**config.mk**
```make
export PLATFORM = sky130hd
export DESIGN_NAME = tpzs_calc
export DESIGN_NICKNAME = d
export VERILOG_FILES = /design/src/rtl/core/tpzs_pkg.sv /design/src/rtl/core/tpzs_calc.sv
export SDC_FILE = /design/constraint.sdc
export NUM_CORES = 2
export LEC_CHECK = 0
export BUFFER_PORTS_ARGS = -buffer_cell sky130_fd_sc_hd__buf_2
export CORE_MARGIN = 8
export CORE_UTILIZATION = 27
export DETAILED_ROUTE_END_ITERATION = 10
export PLACE_DENSITY_LB_ADDON = 0.12
export SYNTH_ARGS = -nofsm -noshare
export SYNTH_HDL_FRONTEND = slang
export SYNTH_SLANG_ARGS = --single-unit
```
**constraint.sdc**
```tcl
create_clock -name clk_i -period 15 [get_ports clk_i]
set_input_delay 0.75 -clock clk_i [delete_from_list [all_inputs] [get_ports clk_i]]
set_output_delay 0.75 -clock clk_i [all_outputs]
set_load 0.1 [all_outputs]
```
**src/rtl/core/tpzs_pkg.sv**
```systemverilog
// shared types, constants and register map of the torus point z-buffer shader
`timescale 1ns / 1ps
package tpzs_pkg;

  localparam int MAX_WIDTH  = 512;
  localparam int MAX_HEIGHT = 512;
  localparam int XW         = $clog2(MAX_WIDTH);
  localparam int YW         = $clog2(MAX_HEIGHT);
  localparam int DEPTH      = MAX_WIDTH * MAX_HEIGHT;
  localparam int AW         = $clog2(DEPTH);

  localparam int CAMERA_DIST  = 5;
  localparam int CAMERA_Z     = CAMERA_DIST * 4096;
  localparam int LUM_GAIN     = 8;
  localparam int LUM_SHIFT    = 14 - $clog2(LUM_GAIN);
  localparam int GRAY_STEP    = 23;
  localparam int GRAY_SAT_IDX = 255 / GRAY_STEP;

  localparam int OPW       = 25;
  localparam int PW        = 2 * OPW;
  localparam int SW        = 58;
  localparam int DIV_STEPS = 29;
  localparam int STEP_DIV  = 25;
  localparam int STEP_LAST = 30;

  typedef enum logic [1:0] {
    KIND_BEGIN  = 2'd0,
    KIND_SAMPLE = 2'd1,
    KIND_END    = 2'd2
  } kind_e;

  typedef enum logic [1:0] {
    ACT_CLEAR = 2'd0,
    ACT_DRAW  = 2'd1,
    ACT_SWAP  = 2'd2
  } action_e;

  typedef enum logic [2:0] {
    REG_TUBE   = 3'd0,
    REG_RING   = 3'd1,
    REG_SCALE  = 3'd2,
    REG_WIDTH  = 3'd3,
    REG_HEIGHT = 3'd4
  } reg_idx_e;

  typedef enum logic [1:0] {
    CS_IDLE,
    CS_MUL,
    CS_DIV,
    CS_FIN
  } calc_state_e;

  typedef enum logic [2:0] {
    ST_CLEAR,
    ST_IDLE,
    ST_CALC,
    ST_RD,
    ST_CMP,
    ST_EMIT
  } top_state_e;

  typedef struct packed {
    logic [15:0] tube;
    logic [15:0] ring;
    logic [23:0] scale;
    logic [9:0]  width;
    logic [9:0]  height;
  } cfg_t;

  typedef struct packed {
    logic signed [15:0] c1;
    logic signed [15:0] s1;
    logic signed [15:0] c2;
    logic signed [15:0] s2;
  } trig_t;

  typedef struct packed {
    logic          visible;
    logic [XW-1:0] x;
    logic [YW-1:0] y;
    logic [15:0]   ooz;
    logic [7:0]    gray;
  } calc_res_t;

endpackage

```
**src/rtl/core/tpzs_calc.sv**
```systemverilog
// sequenced fixed-point unit: rotation, reciprocal depth, projection and lighting
`timescale 1ns / 1ps
module tpzs_calc (
  input  logic               clk_i,
  input  logic               rst_ni,
  input  logic               start_i,
  input  tpzs_pkg::cfg_t     cfg_i,
  input  tpzs_pkg::trig_t    rot_i,
  input  tpzs_pkg::trig_t    smp_i,
  output logic               done_o,
  output tpzs_pkg::calc_res_t res_o
);
  import tpzs_pkg::*;

  calc_state_e state_q, state_d;
  logic [4:0]  step_q;
  logic        phase_q;
  logic [4:0]  cnt_q;

  logic signed [OPW-1:0] a_w, b_w;
  logic signed [PW-1:0]  p_q, m_w;
  logic signed [OPW-1:0] cx_q, cy_q, t1_q, t2_q, t3_q, k_q, x_q, y_q, z_q, lum_q;
  logic [15:0]           ooz_q;
  logic [31:0]           scale_q;
  logic signed [SW-1:0]  acc_q, sx_q, sy_q;

  logic [23:0] rem_q, trial_w, dvs_w;
  logic [28:0] dvd_q, quo_q;

  logic [9:0]           w_eff, h_eff;
  logic signed [SW-1:0] nx_w, ny_w;
  logic                 xok, yok, zpos, lpos;
  logic [OPW-2-LUM_SHIFT:0] idx_w;

  assign m_w = p_q >>> 14;

  // operand select per step
  always_comb begin
    a_w = '0;
    b_w = '0;
    case (step_q)
      5'd0:  begin a_w = OPW'({1'b0, cfg_i.tube}); b_w = OPW'(smp_i.c1); end
      5'd1:  begin a_w = OPW'({1'b0, cfg_i.tube}); b_w = OPW'(smp_i.s1); end
      5'd2:  begin a_w = OPW'(rot_i.c2); b_w = OPW'(smp_i.c2); end
      5'd3:  begin a_w = OPW'(rot_i.s1); b_w = OPW'(rot_i.s2); end
      5'd4:  begin a_w = t2_q; b_w = OPW'(smp_i.s2); end
      5'd5:  begin a_w = OPW'(rot_i.c1); b_w = OPW'(rot_i.s2); end
      5'd6:  begin a_w = cx_q; b_w = k_q; end
      5'd7:  begin a_w = cy_q; b_w = t3_q; end
      5'd8:  begin a_w = OPW'(rot_i.s2); b_w = OPW'(smp_i.c2); end
      5'd9:  begin a_w = OPW'(rot_i.s1); b_w = OPW'(rot_i.c2); end
      5'd10: begin a_w = t2_q; b_w = OPW'(smp_i.s2); end
      5'd11: begin a_w = OPW'(rot_i.c1); b_w = OPW'(rot_i.c2); end
      5'd12: begin a_w = cx_q; b_w = k_q; end
      5'd13: begin a_w = cy_q; b_w = t3_q; end
      5'd14: begin a_w = cx_q; b_w = OPW'(rot_i.c1); end
      5'd15: begin a_w = t1_q; b_w = OPW'(smp_i.s2); end
      5'd16: begin a_w = cy_q; b_w = OPW'(rot_i.s1); end
      5'd17: begin a_w = OPW'(smp_i.c2); b_w = OPW'(smp_i.c1); end
      5'd18: begin a_w = t1_q; b_w = OPW'(rot_i.s2); end
      5'd19: begin a_w = OPW'(rot_i.c1); b_w = OPW'(smp_i.c1); end
      5'd20: begin a_w = t1_q; b_w = OPW'(smp_i.s2); end
      5'd21: begin a_w = OPW'(rot_i.s1); b_w = OPW'(smp_i.s1); end
      5'd22: begin a_w = OPW'(rot_i.c1); b_w = OPW'(smp_i.s1); end
      5'd23: begin a_w = OPW'(smp_i.c1); b_w = OPW'(rot_i.s1); end
      5'd24: begin a_w = t1_q; b_w = OPW'(smp_i.s2); end
      5'd25: begin a_w = OPW'(rot_i.c2); b_w = t2_q; end
      5'd26: begin a_w = OPW'({1'b0, cfg_i.scale}); b_w = OPW'({1'b0, ooz_q}); end
      5'd27: begin a_w = OPW'({1'b0, scale_q[15:0]}); b_w = x_q; end
      5'd28: begin a_w = OPW'({1'b0, scale_q[31:16]}); b_w = x_q; end
      5'd29: begin a_w = OPW'({1'b0, scale_q[15:0]}); b_w = y_q; end
      5'd30: begin a_w = OPW'({1'b0, scale_q[31:16]}); b_w = y_q; end
      default: begin a_w = '0; b_w = '0; end
    endcase
  end

  assign dvs_w   = {1'b0, z_q[22:0]};
  assign trial_w = {rem_q[22:0], dvd_q[28]};
  assign zpos    = !z_q[OPW-1] && (z_q != '0);

  always_comb begin
    state_d = state_q;
    case (state_q)
      CS_IDLE: if (start_i) state_d = CS_MUL;
      CS_MUL: begin
        if (phase_q) begin
          if (step_q == 5'(STEP_DIV)) state_d = zpos ? CS_DIV : CS_FIN;
          else if (step_q == 5'(STEP_LAST)) state_d = CS_FIN;
        end
      end
      CS_DIV: if (cnt_q == 5'(DIV_STEPS - 1)) state_d = CS_MUL;
      CS_FIN: state_d = CS_IDLE;
      default: state_d = CS_IDLE;
    endcase
  end

  always_ff @(posedge clk_i or negedge rst_ni) begin
    if (!rst_ni) begin
      state_q <= CS_IDLE;
      step_q  <= '0;
      phase_q <= 1'b0;
      cnt_q   <= '0;
    end else begin
      state_q <= state_d;
      case (state_q)
        CS_IDLE: begin
          step_q  <= '0;
          phase_q <= 1'b0;
        end
        CS_MUL: begin
          phase_q <= !phase_q;
          if (phase_q) step_q <= step_q + 5'd1;
          cnt_q <= '0;
        end
        CS_DIV: cnt_q <= cnt_q + 5'd1;
        default: cnt_q <= '0;
      endcase
    end
  end

  always_ff @(posedge clk_i) begin
    p_q <= a_w * b_w;
    if (state_q == CS_MUL && phase_q) begin
      case (step_q)
        5'd0:  cx_q  <= OPW'({9'd0, cfg_i.ring}) + m_w[OPW-1:0];
        5'd1:  cy_q  <= m_w[OPW-1:0];
        5'd2:  t1_q  <= m_w[OPW-1:0];
        5'd3:  t2_q  <= m_w[OPW-1:0];
        5'd4:  k_q   <= t1_q + m_w[OPW-1:0];
        5'd5:  t3_q  <= m_w[OPW-1:0];
        5'd6:  x_q   <= m_w[OPW-1:0];
        5'd7:  x_q   <= x_q - m_w[OPW-1:0];
        5'd8:  t1_q  <= m_w[OPW-1:0];
        5'd9:  t2_q  <= m_w[OPW-1:0];
        5'd10: k_q   <= t1_q - m_w[OPW-1:0];
        5'd11: t3_q  <= m_w[OPW-1:0];
        5'd12: y_q   <= m_w[OPW-1:0];
        5'd13: y_q   <= y_q + m_w[OPW-1:0];
        5'd14: t1_q  <= m_w[OPW-1:0];
        5'd15: z_q   <= OPW'(CAMERA_Z) + m_w[OPW-1:0];
        5'd16: z_q   <= z_q + m_w[OPW-1:0];
        5'd17: t1_q  <= m_w[OPW-1:0];
        5'd18: lum_q <= m_w[OPW-1:0];
        5'd19: t1_q  <= m_w[OPW-1:0];
        5'd20: lum_q <= lum_q - m_w[OPW-1:0];
        5'd21: lum_q <= lum_q - m_w[OPW-1:0];
        5'd22: t2_q  <= m_w[OPW-1:0];
        5'd23: t1_q  <= m_w[OPW-1:0];
        5'd24: t2_q  <= t2_q - m_w[OPW-1:0];
        5'd25: lum_q <= lum_q + m_w[OPW-1:0];
        5'd26: scale_q <= p_q[39:8];
        5'd27: acc_q <= SW'(p_q);
        5'd28: sx_q  <= acc_q + (SW'(p_q) <<< 16);
        5'd29: acc_q <= SW'(p_q);
        5'd30: sy_q  <= acc_q + (SW'(p_q) <<< 16);
        default: acc_q <= acc_q;
      endcase
    end
    // restoring division of 2^28 by the depth
    if (state_q == CS_MUL && phase_q && step_q == 5'(STEP_DIV)) begin
      rem_q <= '0;
      dvd_q <= 29'h1000_0000;
      quo_q <= '0;
    end else if (state_q == CS_DIV) begin
      dvd_q <= {dvd_q[27:0], 1'b0};
      if (trial_w >= dvs_w) begin
        rem_q <= trial_w - dvs_w;
        quo_q <= {quo_q[27:0], 1'b1};
      end else begin
        rem_q <= trial_w;
        quo_q <= {quo_q[27:0], 1'b0};
      end
    end
    if (state_q == CS_DIV && cnt_q == 5'(DIV_STEPS - 1)) begin
      ooz_q <= (quo_q[27:15] != '0) ? 16'hffff : {quo_q[14:0], trial_w >= dvs_w};
    end
  end

  // screen test and shading
  assign w_eff = (int'(cfg_i.width) > MAX_WIDTH) ? 10'(MAX_WIDTH) : cfg_i.width;
  assign h_eff = (int'(cfg_i.height) > MAX_HEIGHT) ? 10'(MAX_HEIGHT) : cfg_i.height;
  assign nx_w  = $signed({21'd0, w_eff[9:1], 28'd0}) + sx_q;
  assign ny_w  = $signed({21'd0, h_eff[9:1], 28'd0}) - sy_q;
  assign xok   = (nx_w > -58'sd268435456) &&
                 (nx_w[SW-1] ? (w_eff != '0) : (nx_w[SW-2:28] < {19'd0, w_eff}));
  assign yok   = (ny_w > -58'sd268435456) &&
                 (ny_w[SW-1] ? (h_eff != '0) : (ny_w[SW-2:28] < {19'd0, h_eff}));
  assign lpos  = !lum_q[OPW-1] && (lum_q != '0);
  assign idx_w = lum_q[OPW-2:LUM_SHIFT];

  always_comb begin
    res_o.visible = zpos && xok && yok && lpos;
    res_o.x       = nx_w[SW-1] ? '0 : nx_w[28 +: XW];
    res_o.y       = ny_w[SW-1] ? '0 : ny_w[28 +: YW];
    res_o.ooz     = ooz_q;
    res_o.gray    = (int'(idx_w) > GRAY_SAT_IDX) ? 8'hff : 8'(int'(idx_w) * GRAY_STEP);
  end

  assign done_o = (state_q == CS_FIN);

endmodule

```
==> metrics.yaml <==
cts_max_level: 3
cts_resized: 0
power_density_nw_per_um2: 241
power_w: 0.0162
die_x_um: 484
arrival_ns: 13.21
grt_pass1_vias: 49700
ant_nets: 0
path_class: "register to register"
ir_worst_vdd_mv: 0.330
max_slew_margin: 0.111
io_buffer_count: 250
grt_pass1_wl_mm: 375
syn_area_um2: 59200
period_share: 0.838
gp_congestion: 0.984
fmax_mhz: 79.6
wirelength_mm: 265
post-place-ws_ns: 2.82
fp-row-count: 172
rsz0062_at_grt: "false"
drt_iter0_markers: 4603
start_util: 0.270
dieArea_um2: 234000
post-cts-setup-buffers: 0
clkPwrFrac: 0.119
dpl.cell_count: 9314
path_max_fanout: 27
cts-root-buf: "clkbuf_16"
yosys_warnings: 0
cts_sinks: 579
drv_cap: 0
synth_nets: 7583
timing.hold.ws_ns: 0.346
dr.pass1.iters: 9
synth_top_area_cell: "edfxtp_1"
overflow: 0
yosys-top-cells-area: "edfxtp_1 (24%), fa_1 (23%), ha_1 (9.0%)"
syn_to_final_growth_pct: 13.3
slowest_stage: "nand3b_1"
max_stage_delay_ns: 1.00
core_um2: 219000
ys.flop_type: "edfxtp_1"
leakage_nw: 29.5
ys_seq_area_frac: 0.276
numCtsBuffers: 74
crit_required_ns: 15.64
clockBufferDepth: 3
synth-seq-cells: 579
tns_ns: 0
groute.usage.overall: 0.221
drc: 0
swShare: 0.505
p_int_w: 0.00801
clk_pin_slew_ns: 0.06
syn_inst: 6276
avgSynthCellArea_um2: 9.43
setup_viol: 0
die_height_um: 484
drv_slew: 0
hold_viol: 0
comb_power_share: 0.737
hold_path.class: "primary input to register"
min_period_ns: 12.57
seqPwrFrac: 0.144
worstMarginPinSlew_ns: 1.33
cts_tree: "built"
drive_gt1_frac: 0.0953
ios: 251
final-instance-count-excl-fill: 9464
synth_edf_count: 464
final_nets: 7827
antenna_found_initial: 23
outcome: "complete, no violations"
synth_commonest_cells: "inv_1 (905), nand2_1 (797), fa_1 (675)"
clk_latency_ns: 0.72
routed-via-count: 48300
critPathLaunchType: "register"
setup_slack_ns: 2.43
place_hpwl_mm: 210
crit_path_end_kind: "register"
routed_via_density: 5.10
yosysMostFrequentCell: "inv_1"
ys_async_sr_fraction: 0.0225
synth_cell_types: 82
grt_max_degree: 74
cpMostUsedCell: "fa_1"
fin_skew_ns: 0.0311
synth_top_area_share: 0.235
p_sw_w: 0.00816
drt-wirelength-per-cell_um: 28.0
[final cells by class]
type,count,area [µm²]
Antenna cell,11,27.5
Clock buffer,95,1970
Clock inverter,43,547
Fill cell,22900,152000
Inverter,913,3430
Multi-Input combinational cell,4540,38700
Sequential cell,579,16300
Tap cell,2871,3590
Timing Repair Buffer,412,2470
[critical path, delay by kind of cell, from the launching register on]
| kind | cells | cell delay (ns) |
|---|---|---|
| DFF | 1 | 0.96 |
| AOI/OAI and AO/OA | 8 | 2.95 |
| xor gates and xnor gates | 1 | 0.13 |
| buffers and inverters | 7 | 1.30 |
| and+or+nand+nor | 9 | 3.53 |
| adders and majority gates | 8 | 3.59 |
[through the flow]
stage,util,instance area [µm²]
after floorplan,-,59200
after global placement,0.295,64500
after detailed placement,0.295,64500
after CTS,0.306,67000
after global routing,0.306,67000
final,0.306,67000
[path summary, 6_finish.rpt]
kind | startpoint | to | slack [ns] | cells past startpoint
hold reg to reg | acc_q[14] | sy_q[14] | 0.45 | 0
setup / recovery | step_q[3] | p_q[49] | 2.43 | 33
setup reg to reg | step_q[3] | p_q[49] | 2.43 | 33
min in group asynchronous | rst_ni | cnt_q[4] | 0.47 | 2
hold / removal | start_i | state_q[0] | 0.35 | 3
max in group asynchronous | rst_ni | state_q[1] | 14.29 | 2
[metal layers]
layer / share of wire / vias to the layer above / wire length, µm / global-route usage
li1: - / 21700 / - / -
met1: 0.41 / 24400 / 108000 / 0.276
met2: 0.47 / 1621 / 125000 / 0.368
met3: 0.055 / 482 / 14600 / 0.0314
met4: 0.068 / 8 / 18000 / 0.121
met5: 0.00021 / - / 55 / 0
[placed cells by master, fill, tap and decap left out, drive strengths merged, types with 99 or more instances in the layout]
master / count
ha: 425
nand2: 797
edfxtp: 464
nor2: 505
xor2: 106
fa: 675
a22oi: 99
a21oi: 268
nand3: 100
dfxtp: 102
xnor2: 239
inv: 916
buf: 411
o21ai: 271
[repair_timing]
action	in CTS	in global routing
endpoints found under the hold margin	13	0
endpoints found under the setup margin	0	0
hold buffers	1	0
[power groups by stage]
stage	Sequential [W]	Clock [W]	Combinational [W]
CTS	0.00233	0.00196	0.0120
global placement	0.00237	0	0.0119
global route	0.00233	0.00202	0.0133
floorplan	0.00231	0	0.00823
finish	0.00233	0.00192	0.0119
detailed placement	0.00236	0	0.0119
[sequential cells by signal, summed over array words and instances, names as in the netlist]
register	cells
sx_q	58
sy_q	58
acc_q	50
p_q	50
scale_q	32
quo_q	28
cx_q	25
cy_q	25
k_q	25
lum_q	25
t1_q	25
t2_q	25
t3_q	25
x_q	25
y_q	25
z_q	25
rem_q	23
ooz_q	16
cnt_q	5
step_q	5
state_q	2
dvd_q	1
phase_q	1
[kinds of logic (layout without fill, tap and decap cells)]
kind of cell	after synthesis	count (layout)	share of synthesized area
AO/OA/AOI/OAI	1128	1128	0.126
adder cells (fa/ha/maj)	1100	1100	0.318
other	0	11	0
multiplexers	43	43	0.00749
flip-flops	579	579	0.276
XOR/XNOR	345	345	0.0511
buffers and inverters	1157	1463	0.0736
AND/OR/NAND/NOR	1924	1924	0.148
(Power assumes the default switching activity.)
